<file path="src/hdl/rsdd_pkg.sv">
`default_nettype none

package rsdd_pkg;

  // Draw geometry
  localparam int PICK_COUNT   = 6;
  localparam int RANGE_TOP    = 90;
  localparam int MAX_ATTEMPTS = 65536;

  // Field widths
  localparam int SEED_W = 32;
  localparam int TAG_W  = 8;
  localparam int POS_W  = 3;
  localparam int VAL_W  = 7;
  localparam int IN_TDATA_W  = 8;
  localparam int OUT_TDATA_W = 24;

  // Generator constants
  localparam logic [SEED_W-1:0] SEED_XOR  = 32'hDEEC_E66D;
  localparam logic [SEED_W-1:0] SEED_INIT = 32'd1;
  localparam logic [15:0]       MULT_Z    = 16'd36969;
  localparam logic [15:0]       MULT_W    = 16'd18000;

  // Counter widths
  localparam int ATT_W = $clog2(MAX_ATTEMPTS);
  localparam int CNT_W = $clog2(PICK_COUNT + 1);
  localparam int IDX_W = (PICK_COUNT > 1) ? $clog2(PICK_COUNT) : 1;

  // Reduction modulo RANGE_TOP: fold the upper half with 2^16 mod RANGE_TOP,
  // then divide by a scaled reciprocal that never overestimates the quotient.
  localparam int FOLD_K   = (1 << 16) % RANGE_TOP;
  localparam int FOLD_W   = 23;
  localparam int RECIP_SH = FOLD_W + 1;
  localparam int RECIP_M  = (1 << RECIP_SH) / RANGE_TOP;
  localparam int RECIP_W  = RECIP_SH - 3;
  localparam int PROD_W   = FOLD_W + RECIP_W;
  localparam int Q_W      = PROD_W - RECIP_SH;
  localparam int REM_W    = VAL_W + 1;

  typedef enum logic [2:0] {
    ST_IDLE,
    ST_DRAW,
    ST_FILL,
    ST_SORT,
    ST_EMIT
  } state_t;

  typedef struct packed {
    logic             start;
    logic             draw_en;
    logic             fill_en;
    logic             sort_en;
    logic             load;
    logic [IDX_W-1:0] idx;
  } cmd_t;

  typedef struct packed {
    logic draw_done;
    logic count_full;
    logic out_free;
  } stat_t;

endpackage

`default_nettype wire

</file>
<file path="src/hdl/rsdd_ctrl.sv">
`default_nettype none

module rsdd_ctrl
  import rsdd_pkg::*;
(
  input  wire logic  clk,
  input  wire logic  rst_n,
  input  wire logic  req_valid,
  output logic       req_ready,
  input  wire stat_t stat,
  output cmd_t       cmd
);

  state_t           state_r, state_nxt;
  logic [IDX_W-1:0] idx_r, idx_nxt;

  always_ff @(posedge clk) begin
    if (!rst_n) begin
      state_r <= ST_IDLE;
      idx_r   <= '0;
    end else begin
      state_r <= state_nxt;
      idx_r   <= idx_nxt;
    end
  end

  always_comb begin
    state_nxt = state_r;
    idx_nxt   = idx_r;
    req_ready = 1'b0;
    cmd       = '0;
    cmd.idx   = idx_r;
    unique case (state_r)
      ST_IDLE: begin
        req_ready = 1'b1;
        if (req_valid) begin
          cmd.start = 1'b1;
          state_nxt = ST_DRAW;
        end
      end
      ST_DRAW: begin
        cmd.draw_en = 1'b1;
        if (stat.draw_done) begin
          state_nxt = ST_FILL;
        end
      end
      ST_FILL: begin
        cmd.fill_en = 1'b1;
        if (stat.count_full) begin
          idx_nxt   = '0;
          state_nxt = ST_SORT;
        end
      end
      ST_SORT: begin
        cmd.sort_en = 1'b1;
        if (idx_r == IDX_W'(PICK_COUNT - 1)) begin
          idx_nxt   = '0;
          state_nxt = ST_EMIT;
        end else begin
          idx_nxt = idx_r + 1'b1;
        end
      end
      ST_EMIT: begin
        if (stat.out_free) begin
          cmd.load = 1'b1;
          if (idx_r == IDX_W'(PICK_COUNT - 1)) begin
            idx_nxt   = '0;
            state_nxt = ST_IDLE;
          end else begin
            idx_nxt = idx_r + 1'b1;
          end
        end
      end
      default: begin
        state_nxt = ST_IDLE;
      end
    endcase
  end

endmodule

`default_nettype wire

</file>
<file path="src/hdl/rsdd_dp.sv">
`default_nettype none

module rsdd_dp
  import rsdd_pkg::*;
(
  input  wire logic              clk,
  input  wire logic              rst_n,
  input  wire logic              seed_we,
  input  wire logic [SEED_W-1:0] seed,
  input  wire logic [TAG_W-1:0]  req_tag,
  input  wire cmd_t              cmd,
  output stat_t                  stat,
  input  wire logic              res_ready,
  output logic                   res_valid,
  output logic [TAG_W-1:0]       res_tag,
  output logic [POS_W-1:0]       res_pos,
  output logic [VAL_W-1:0]       res_val,
  output logic                   res_last
);

  // Generators and the three-stage reduction pipeline.
  logic [SEED_W-1:0] gen_z_r, gen_w_r, gen_z_nxt, gen_w_nxt;
  logic              v0_r, va_r, vb_r;
  logic [FOLD_W-1:0] fold_r, foldb_r, fold_s;
  logic [SEED_W-1:0] za_r, wa_r, zb_r, wb_r;
  logic [Q_W-1:0]    q_r;
  logic [SEED_W-1:0] draw_s;
  logic [PROD_W-1:0] prod_s;
  logic [FOLD_W-1:0] rem_s;
  logic [REM_W-1:0]  rem8_s, red_s;
  logic [VAL_W-1:0]  val_s;

  // Selection state.
  logic [ATT_W-1:0]   att_r;
  logic [CNT_W-1:0]   count_r;
  logic [VAL_W-1:0]   scan_r;
  logic [TAG_W-1:0]   tag_r;
  logic [VAL_W-1:0]   picked_r [PICK_COUNT];
  logic [VAL_W-1:0]   picked_nxt [PICK_COUNT];

  logic             check_s, hit_s, seen_s, finish_s, step_s;
  logic             wr_en, room_s;
  logic [VAL_W-1:0] wr_val;
  logic [VAL_W-1:0] swap_tmp;

  logic             out_valid_r;
  logic [TAG_W-1:0] out_tag_r;
  logic [POS_W-1:0] out_pos_r;
  logic [VAL_W-1:0] out_val_r;
  logic             out_last_r;

  assign gen_z_nxt = MULT_Z * gen_z_r[15:0] + {16'h0, gen_z_r[31:16]};
  assign gen_w_nxt = MULT_W * gen_w_r[15:0] + {16'h0, gen_w_r[31:16]};

  // draw = (z << 16) + w, folded so that its residue is kept in FOLD_W bits.
  assign draw_s = {gen_z_r[15:0], 16'h0} + gen_w_r;
  assign fold_s = FOLD_W'(draw_s[31:16]) * FOLD_W'(FOLD_K) + FOLD_W'(draw_s[15:0]);

  assign prod_s = PROD_W'(fold_r) * PROD_W'(RECIP_M);

  // The quotient is exact or one low, so one subtraction finishes the residue.
  assign rem_s  = foldb_r - FOLD_W'(q_r) * FOLD_W'(RANGE_TOP);
  assign rem8_s = rem_s[REM_W-1:0];
  assign red_s  = (rem8_s >= REM_W'(RANGE_TOP)) ? rem8_s - REM_W'(RANGE_TOP) : rem8_s;
  assign val_s  = red_s[VAL_W-1:0] + 1'b1;

  // A value is already used when it matches one of the picks held so far.
  always_comb begin
    hit_s  = 1'b0;
    seen_s = 1'b0;
    for (int i = 0; i < PICK_COUNT; i++) begin
      if (CNT_W'(i) < count_r) begin
        hit_s  = hit_s | (picked_r[i] == val_s);
        seen_s = seen_s | (picked_r[i] == scan_r);
      end
    end
  end

  assign room_s   = (count_r < CNT_W'(PICK_COUNT));
  assign check_s  = cmd.draw_en & vb_r;
  assign finish_s = check_s & ((~hit_s & (count_r == CNT_W'(PICK_COUNT - 1))) |
                               (att_r == ATT_W'(MAX_ATTEMPTS - 1)));
  assign step_s   = cmd.draw_en & ~finish_s;

  assign wr_en  = (check_s & ~hit_s) | (cmd.fill_en & room_s & ~seen_s);
  assign wr_val = cmd.draw_en ? val_s : scan_r;

  always_comb begin
    swap_tmp = '0;
    for (int i = 0; i < PICK_COUNT; i++) begin
      picked_nxt[i] = picked_r[i];
    end
    if (wr_en) begin
      picked_nxt[count_r[IDX_W-1:0]] = wr_val;
    end
    // Odd-even transposition: one phase per cycle over disjoint pairs.
    if (cmd.sort_en) begin
      for (int i = 0; i < PICK_COUNT - 1; i++) begin
        if ((i % 2) == int'(cmd.idx[0]) && picked_r[i] > picked_r[i+1]) begin
          swap_tmp        = picked_r[i];
          picked_nxt[i]   = picked_r[i+1];
          picked_nxt[i+1] = swap_tmp;
        end
      end
    end
  end

  always_ff @(posedge clk) begin
    if (!rst_n) begin
      gen_z_r     <= SEED_INIT;
      gen_w_r     <= SEED_INIT ^ SEED_XOR;
      v0_r        <= 1'b0;
      va_r        <= 1'b0;
      vb_r        <= 1'b0;
      out_valid_r <= 1'b0;
    end else begin
      if (seed_we) begin
        gen_z_r <= seed;
        gen_w_r <= seed ^ SEED_XOR;
      end else if (finish_s) begin
        // Rewind to the state that produced the final draw.
        gen_z_r <= zb_r;
        gen_w_r <= wb_r;
      end else if (step_s) begin
        gen_z_r <= gen_z_nxt;
        gen_w_r <= gen_w_nxt;
      end
      if (cmd.start) begin
        v0_r <= 1'b0;
        va_r <= 1'b0;
        vb_r <= 1'b0;
      end else begin
        v0_r <= step_s;
        va_r <= step_s & v0_r;
        vb_r <= step_s & va_r;
      end
      if (cmd.load) begin
        out_valid_r <= 1'b1;
      end else if (res_ready) begin
        out_valid_r <= 1'b0;
      end
    end
  end

  always_ff @(posedge clk) begin
    fold_r  <= fold_s;
    za_r    <= gen_z_r;
    wa_r    <= gen_w_r;
    q_r     <= prod_s[PROD_W-1:RECIP_SH];
    foldb_r <= fold_r;
    zb_r    <= za_r;
    wb_r    <= wa_r;
    for (int i = 0; i < PICK_COUNT; i++) begin
      picked_r[i] <= picked_nxt[i];
    end
    if (cmd.start) begin
      att_r   <= '0;
      count_r <= '0;
      scan_r  <= VAL_W'(1);
      tag_r   <= req_tag;
    end else begin
      if (check_s) begin
        att_r <= att_r + 1'b1;
      end
      if (cmd.fill_en && room_s) begin
        scan_r <= scan_r + 1'b1;
      end
      if (wr_en) begin
        count_r <= count_r + 1'b1;
      end
    end
    if (cmd.load) begin
      out_tag_r  <= tag_r;
      out_pos_r  <= POS_W'(cmd.idx);
      out_val_r  <= picked_r[cmd.idx];
      out_last_r <= (cmd.idx == IDX_W'(PICK_COUNT - 1));
    end
  end

  assign stat.draw_done  = finish_s;
  assign stat.count_full = ~room_s;
  assign stat.out_free   = ~out_valid_r | res_ready;

  assign res_valid = out_valid_r;
  assign res_tag   = out_tag_r;
  assign res_pos   = out_pos_r;
  assign res_val   = out_val_r;
  assign res_last  = out_last_r;

endmodule

`default_nettype wire

</file>
<file path="src/hdl/random_sorted_distinct_draw_unit.sv">
// Draws six distinct values in 1..90 per request and returns them sorted.
// Input channel (in_): one transaction per request; in_tdata carries the
// column index, which is copied into every result of that request.
// Output channel (out_): six transactions per request in ascending order;
// out_tdata carries the column tag, the rank and the value, and out_tlast
// marks the sixth one. Configuration: a write on cfg_wr_en loads the seed
// into the z multiply-with-carry generator and seed ^ SEED_XOR into w; the
// user must write it only while the block is idle; the block does not enforce it.
// Timing: after a request is accepted, draws flow through a three-stage
// modulo pipeline at one draw per cycle, rejected repeats included. A
// fallback fill step tops up with the smallest unused values if the attempt
// limit ended the draw, the sort runs odd-even transposition phases, and the
// six results leave one per cycle while the receiver is ready.
// A new request is taken as soon as the last result has entered the output
// register, even while that result still waits for the receiver.
// If the receiver stalls, the output register holds its transaction and the
// controller waits before loading the next result; nothing is lost.
// Reset (rst_n low, synchronous) empties the output register, returns the
// controller to idle and loads the generators as if the seed were one.
`default_nettype none

module random_sorted_distinct_draw_unit
  import rsdd_pkg::*;
(
  input  wire logic                   clk,
  input  wire logic                   rst_n,
  // Request channel.
  input  wire logic                   in_tvalid,
  output logic                        in_tready,
  input  wire logic [IN_TDATA_W-1:0]  in_tdata,   // [7:0] column_index
  // Result channel.
  output logic                        out_tvalid,
  input  wire logic                   out_tready,
  output logic [OUT_TDATA_W-1:0]      out_tdata,  // [7:0] column_tag, [10:8] position,
                                                  // [17:11] drawn_value, [23:18] zero
  output logic                        out_tlast,  // last_value
  // Seed register.
  input  wire logic                   cfg_wr_en,
  input  wire logic [SEED_W-1:0]      cfg_wr_data
);

  cmd_t             cmd;
  stat_t            stat;
  logic [TAG_W-1:0] res_tag;
  logic [POS_W-1:0] res_pos;
  logic [VAL_W-1:0] res_val;

  // The controller sequences draw, fill, sort and emit.
  rsdd_ctrl u_ctrl (
    .clk       (clk),
    .rst_n     (rst_n),
    .req_valid (in_tvalid),
    .req_ready (in_tready),
    .stat      (stat),
    .cmd       (cmd)
  );

  // The datapath holds the generators, the repeat check, the picks and the
  // output register.
  rsdd_dp u_dp (
    .clk       (clk),
    .rst_n     (rst_n),
    .seed_we   (cfg_wr_en),
    .seed      (cfg_wr_data),
    .req_tag   (in_tdata[TAG_W-1:0]),
    .cmd       (cmd),
    .stat      (stat),
    .res_ready (out_tready),
    .res_valid (out_tvalid),
    .res_tag   (res_tag),
    .res_pos   (res_pos),
    .res_val   (res_val),
    .res_last  (out_tlast)
  );

  // Pack the result fields from the lowest bit up and pad to whole bytes.
  assign out_tdata = {(OUT_TDATA_W - TAG_W - POS_W - VAL_W)'(0), res_val, res_pos, res_tag};

endmodule

`default_nettype wire

</file>
<file path="config.mk">
export PLATFORM = sky130hd
export DESIGN_NAME = random_sorted_distinct_draw_unit
export DESIGN_NICKNAME = d
export VERILOG_FILES = /design/src/hdl/rsdd_pkg.sv /design/src/hdl/rsdd_ctrl.sv /design/src/hdl/rsdd_dp.sv /design/src/hdl/random_sorted_distinct_draw_unit.sv
export SDC_FILE = /design/constraint.sdc
export NUM_CORES = 1
export LEC_CHECK = 0
export BUFFER_PORTS_ARGS = -buffer_cell sky130_fd_sc_hd__buf_2
export CORE_MARGIN = 5
export CORE_UTILIZATION = 60
export CTS_BUF_LIST = sky130_fd_sc_hd__clkbuf_16
export CTS_CLUSTER_SIZE = 16
export DETAILED_ROUTE_END_ITERATION = 6
export GPL_ROUTABILITY_DRIVEN = 0
export MAX_ROUTING_LAYER = met4
export PLACE_DENSITY = 0.78
export SYNTH_ARGS = -nofsm -noshare
export SYNTH_HDL_FRONTEND = slang
export SYNTH_SLANG_ARGS = --single-unit
</file>
<file path="constraint.sdc">
create_clock -name clk -period 9.5 [get_ports clk]
set_clock_uncertainty 0.15 [all_clocks]
set_input_delay 1.425 -clock clk [delete_from_list [all_inputs] [get_ports clk]]
set_output_delay 1.425 -clock clk [all_outputs]
set_load 0.02 [all_outputs]
</file>
---- Yosys cells after proc, flatten, opt, wreduce, memory -nomap -nowiden ----
Memory sizes are Yosys's and may differ from the RTL's. A register that Yosys moved wholly into a read port is not among the register bits.
Cells that the tools add are included.
word-level totals
  bits of input ports ..................... 45
  bits in writable memories ............... 42
  register bits ........................... 294
  memories ................................ 1
  output and inout bits ................... 27
memory list
  name           words  width  rd ports  clocked after memory_dff  write ports  line           text
  u_dp.picked_r  6      7      7         1                         6            rsdd_dp.sv:38  logic [VAL_W-1:0] picked_r [PICK_COUNT];
cells by class
  multipliers ............................. 4
  magnitude comparators ................... 15
  add/subtract/negate cells ............... 11
  bitwise operators ....................... 30
  multiplexer cells ....................... 51
  reductions and logical operators ........ 14
  equal/unequal tests ..................... 25
operators by type and width
  cell                                                  count
  2-to-1 mux 32 bit                                     6
  == test 7 bit                                         12
  2-to-1 mux 42 bit                                     2
  2-to-1 mux 14 bit                                     5
  bitwise mux 42 bit                                    1
  multiplier 21 x 18 -> 39 bit (second input constant)  1
  greater-than comparator 7 bit                         5
  adder 31 x 16 -> 32 bit                               1
  adder 32 x 16 -> 32 bit                               1
  adder 32 bit                                          1
  multiplier 16 x 16 -> 32 bit (first input constant)   1
  multiplier 11 x 16 -> 27 bit (first input constant)   1
  2-to-1 mux 3 bit                                      9
  2-to-1 mux 1 bit                                      22
  adder 20 x 16 -> 21 bit                               1
  demux 7 bit (select 3 bit)                            1
  2-to-1 mux 7 bit                                      3
  inverter 21 bit                                       1
  multiplier 17 x 6 -> 7 bit (second input constant)    1
  adder 16 x 1 -> 16 bit (second input constant)        1
  == test 16 bit (second input constant)                1
  case mux 3 bit (5 select lines)                       1
  adder 7 x 1 -> 7 bit (second input constant)          2
  OR 1 bit                                              13
  other kinds (26)                                      57

---- Depth between registers and ports, before layout ----
  depth after elaboration ................. 27
  mapped depth ............................ 27
  gate-level depth less buffers ........... 24

---- Hierarchy ----
From an unflattened synthesis, not the netlist that was laid out.
unflattened totals
  cells, all modules ...................... 2991
  area total of the unflattened synthesis .. 28574.9 um^2
by module, submodules not included
  module                            times used  area an instance (um^2)  cells each  seq. area each (um^2)
  rsdd_dp                           1           28080.7                  2930        6656.4
  rsdd_ctrl                         1           445.4                    54          120.1
  random_sorted_distinct_draw_unit  1           48.8                     7           0.0

---- Worst setup path before layout ----
OpenSTA, ideal clock, no wires.
  path type ............................... flip-flop to flip-flop
  start point ............................. register u_dp.q_r[2]
  end point ............................... register u_dp.gen_w_r[13]
  data arrival time ....................... 5.926 ns
  required time ........................... 9.264 ns
  path slack .............................. 3.338 ns
  cell stages (with the launch flop) ...... 25
  period minus slack after synthesis ...... 6.162 ns
  path buffers ............................ 4
  path through ............................ dfxtp_1 -> ha_1 -> ha_1 -> fa_1 -> ha_1 -> fa_1 -> inv_1 -> ha_1 -> nor3b_1 -> a311o_1 -> a211oi_2 -> o21ai_4 -> xnor2_1 -> ha_1 -> clkbuf_1 -> and4_4 -> buf_6 -> xnor3_1 -> nor4_2 -> nor4_4 -> a41o_1 -> buf_2 -> buf_6 -> o31a_1 -> a221oi_2
on the way
  longest elaborated chain between the ends .. 24
  elaborated cells on any way between the ends .. 32
ends and longest elaborated chain
  element                                                           line            text
  start: declaration                                                rsdd_dp.sv:26   logic [Q_W-1:0] q_r;
  start signal: assignment                                          rsdd_dp.sv:149  q_r <= prod_s[PROD_W-1:RECIP_SH];
  multiplier 17 x 6 -> 7 bit *                                      rsdd_dp.sv:62   assign rem_s = foldb_r - FOLD_W'(q_r) * FOLD_W'(RANGE_TOP);
  subtractor 8 bit *                                                rsdd_dp.sv:62
  subtractor 7 bit or >= comparator 8 x 7 -> 1 bit (tied branches)  rsdd_dp.sv:64   assign red_s = (rem8_s >= REM_W'(RANGE_TOP)) ? rem8_s - REM_W'(RANGE_TOP) : rem8_s;
  2-to-1 mux 7 bit *                                                rsdd_dp.sv:64
  adder 7 x 1 -> 7 bit *                                            rsdd_dp.sv:65   assign val_s = red_s[VAL_W-1:0] + 1'b1;
  == test 7 bit                                                     rsdd_dp.sv:73   hit_s = hit_s | (picked_r[i] == val_s);
  2-to-1 mux 1 bit                                                  rsdd_dp.sv:72   if (CNT_W'(i) < count_r) begin
  OR 1 bit                                                          rsdd_dp.sv:73
  [8 not listed]                                                    --
  2-to-1 mux 1 bit *                                                rsdd_dp.sv:72
  inverter 1 bit *                                                  rsdd_dp.sv:81   assign finish_s = check_s & ((~hit_s & (count_r == CNT_W'(PICK_COUNT - 1))) |
  AND 1 bit *                                                       rsdd_dp.sv:81
  OR 1 bit *                                                        rsdd_dp.sv:81
  AND 1 bit *                                                       rsdd_dp.sv:81
  inverter 1 bit                                                    rsdd_dp.sv:83   assign step_s = cmd.draw_en & ~finish_s;
  AND 1 bit                                                         rsdd_dp.sv:83
  nonzero test 3 bit (no line)                                      --
  end signal: assignment                                            rsdd_dp.sv:111  gen_w_r <= SEED_INIT ^ SEED_XOR;
  end signal: assignment                                            rsdd_dp.sv:119  gen_w_r <= seed ^ SEED_XOR;
  end signal: assignment                                            rsdd_dp.sv:123  gen_w_r <= wb_r;
  end: declaration                                                  rsdd_dp.sv:22   logic [SEED_W-1:0] gen_z_r, gen_w_r, gen_z_nxt, gen_w_nxt;
Mark *: on every way between the ends. The rest lies on a longest branch, timed or not.
A chain may end at the register's enable or synchronous reset.

---- Worst setup path after layout ----
  start point ............................. register u_dp.q_r[0]
  end point ............................... register u_dp.gen_w_r[3]
Same word-level chain as after synthesis.

==> impl_metrics.json <==
{
  "h-tree-depth": 2,
  "tightest_slew_ns": 1.29,
  "drtAntennaViolNets": 0,
  "yosysMostFrequentCell": "ha_1",
  "wire_per_inst_um": 20.4,
  "synth_top_area_share_pct": 21.5,
  "cts_root_buffer": "clkbuf_16",
  "port_buffers": 65,
  "areaGrowthSynthToFinish_pct": 7.26,
  "drc": 0,
  "critPathArrivalTime_ns": 7.77,
  "grt_max_degree": 71,
  "synthArstFlopShare_pct": 0,
  "setup_viol": 0,
  "rsz0062_at_grt": "false",
  "hold_violations": 0,
  "syn_area_per_cell_um2": 9.65,
  "synth.top_cells.by_count": "ha_1, inv_1, dfxtp_1",
  "max_slew_margin_pct": 13.4,
  "layout_setup_ws_ns": 2.02,
  "worst-endpoint-required_ns": 9.79,
  "grt_use_total_pct": 28.8,
  "synth_edf_count": 27,
  "clk_latency_ns": 0.56,
  "hp-class": "reg2reg",
  "std_cell_rows": 78,
  "diodes": 0,
  "wirelength_um": 71800,
  "finalCriticalPeriod_ns": 7.48,
  "finalSetupTns_ns": 0,
  "timing.fmax_ghz": 0.134,
  "cts.path.max_buffers": 3,
  "dpl-instance-area_um2": 28500,
  "start_kind": "register",
  "ys_ff_latch": 325,
  "synthCells": 2875,
  "postCtsResizedCells": 0,
  "ys.flop_type": "dfxtp_1",
  "hpwl_um": 55400,
  "fp.dieW_um": 225,
  "yosys_warnings": 0,
  "cts_hold_buf": 0,
  "numCtsBuffers": 37,
  "grt_pass1_vias": 22002,
  "drt_first_iter_violations": 1950,
  "die_h_um": 225,
  "start_util_pct": 60.9,
  "vias": 21439,
  "cts_sinks": 325,
  "via_per_inst": 6.09,
  "post_cts_buffers": 0,
  "synth.area.top_cells": "dfxtp_1, ha_1, fa_1, inv_1, xnor2_1",
  "yosysSeqAreaShare_pct": 24.4,
  "synth.distinct_cells": 96,
  "end_kind": "register",
  "antenna_found_initial": 0,
  "crit_type": "reg2reg",
  "status": "finished, final reports clean",
  "synth_top_area_cell": "dfxtp_1",
  "pre_cts_ws_ns": 2.13,
  "fin_nets": 3580,
  "final_cell_area_um2": 29800,
  "min_period_over_period_pct": 78.7,
  "cts_tree": "yes",
  "cap_violations": 0,
  "maxSlewViolCount": 0,
  "drive_gt1_share_pct": 6.89,
  "grt_overflow": 0,
  "die_area_um2": 50600,
  "drt_first_pass_iters": 6,
  "cp_max_fo": 70,
  "syn_area_um2": 27700,
  "design.core.area_um2": 45600,
  "grt_pass1_wl_um": 114000,
  "ios": 72,
  "path_clk_slew_ns": 0.06
}
==> worst paths after layout <==
path / slack [ns] / start / endpoint / cells past startpoint
worst max-delay path: 2.02 / u_dp.q_r[0] / u_dp.gen_w_r[3] / 22
worst min-delay path: 0.17 / u_dp.wa_r[17] / u_dp.wb_r[17] / 0
worst max register to register: 2.02 / u_dp.q_r[0] / u_dp.gen_w_r[3] / 22
worst min register to register: 0.17 / u_dp.wa_r[17] / u_dp.wb_r[17] / 0
==> worst max-delay path, stage by stage, from the launching register on <==
cell      delay [ns]
dfxtp_1         0.33
ha_1            0.34
ha_1            0.31
inv_1           0.07
fa_1            0.53
inv_1           0.06
fa_1            0.54
inv_1           0.05
ha_1            0.33
nor3b_1         0.16
a311o_1         0.30
a211oi_2        0.35
o21ai_4         0.18
xnor2_1         0.17
ha_1            0.33
and3_1          0.43
xnor3_1         0.30
nor4_2          0.06
nor4_4          0.44
a41o_4          0.80
buf_4           0.57
mux2i_1         0.17
a221oi_1        0.30
==> cells by family after synthesis <==
kind of cell | share of synthesized area, %
flip-flops | 24.4
adder cells (fa/ha/maj) | 34.4
other | 0.0135
multiplexers | 2.55
AO/OA/AOI/OAI | 13.2
XOR/XNOR | 8.35
buffers and inverters | 7.72
AND/OR/NAND/NOR | 9.31
==> metrics by stage <==
| stage | hold slack (ns) | utilization (%) | cells |
|---|---|---|---|
| 3_5_place_dp | 0.162 | 62.5 | 3452 |
| 2_1_floorplan | 0.160 | - | 2880 |
| 3_3_place_gp | 0.160 | 62.5 | 3452 |
| 4_1_cts | 0.169 | 65.3 | 3518 |
| 5_1_grt | 0.180 | 65.3 | 3518 |
| 6_report | 0.170 | 65.3 | 3518 |
==> layer usage <==
metal	track usage [%]	part of all wire, %
met5	-	0
met1	36.5	40
met4	12.2	4.9
met3	5.09	8.2
met2	45.8	47
==> layout make-up <==
cell class	instances	area (um^2)
Multi-Input combinational cell	2003	18900
Sequential cell	325	6780
Tap cell	600	751
Timing Repair Buffer	79	430
Fill cell	3450	15800
Clock buffer	37	926
Inverter	445	1670
Clock inverter	29	339
==> registers in the layout, indices dropped and copies added, names as in the netlist, 8 cells and up <==
name           flops
u_dp.att_r        16
u_dp.fold_r       21
u_dp.foldb_r       8
u_dp.gen_w_r      32
u_dp.gen_z_r      32
u_dp.picked_r     42
u_dp.res_tag       8
u_dp.tag_r         8
u_dp.wa_r         28
u_dp.wb_r         28
u_dp.za_r         32
u_dp.zb_r         32
==> layout by cell type (no fill, tap or decap), drive strengths merged, types with 37 or more instances in the layout <==
cell,synthesis,routed
o21ai,100,100
clkbuf,82,37
fa,198,198
a22oi,38,38
nor2,188,188
a21oi,154,154
mux2i,50,50
xor2,67,67
nand2,108,108
ha,446,446
a21o,40,40
dfxtp,298,298
buf,25,79
xnor2,135,135
inv,445,457
Power is not shown: default switching activity piles up to over one toggle a cycle in this logic, so the estimate is an artifact.
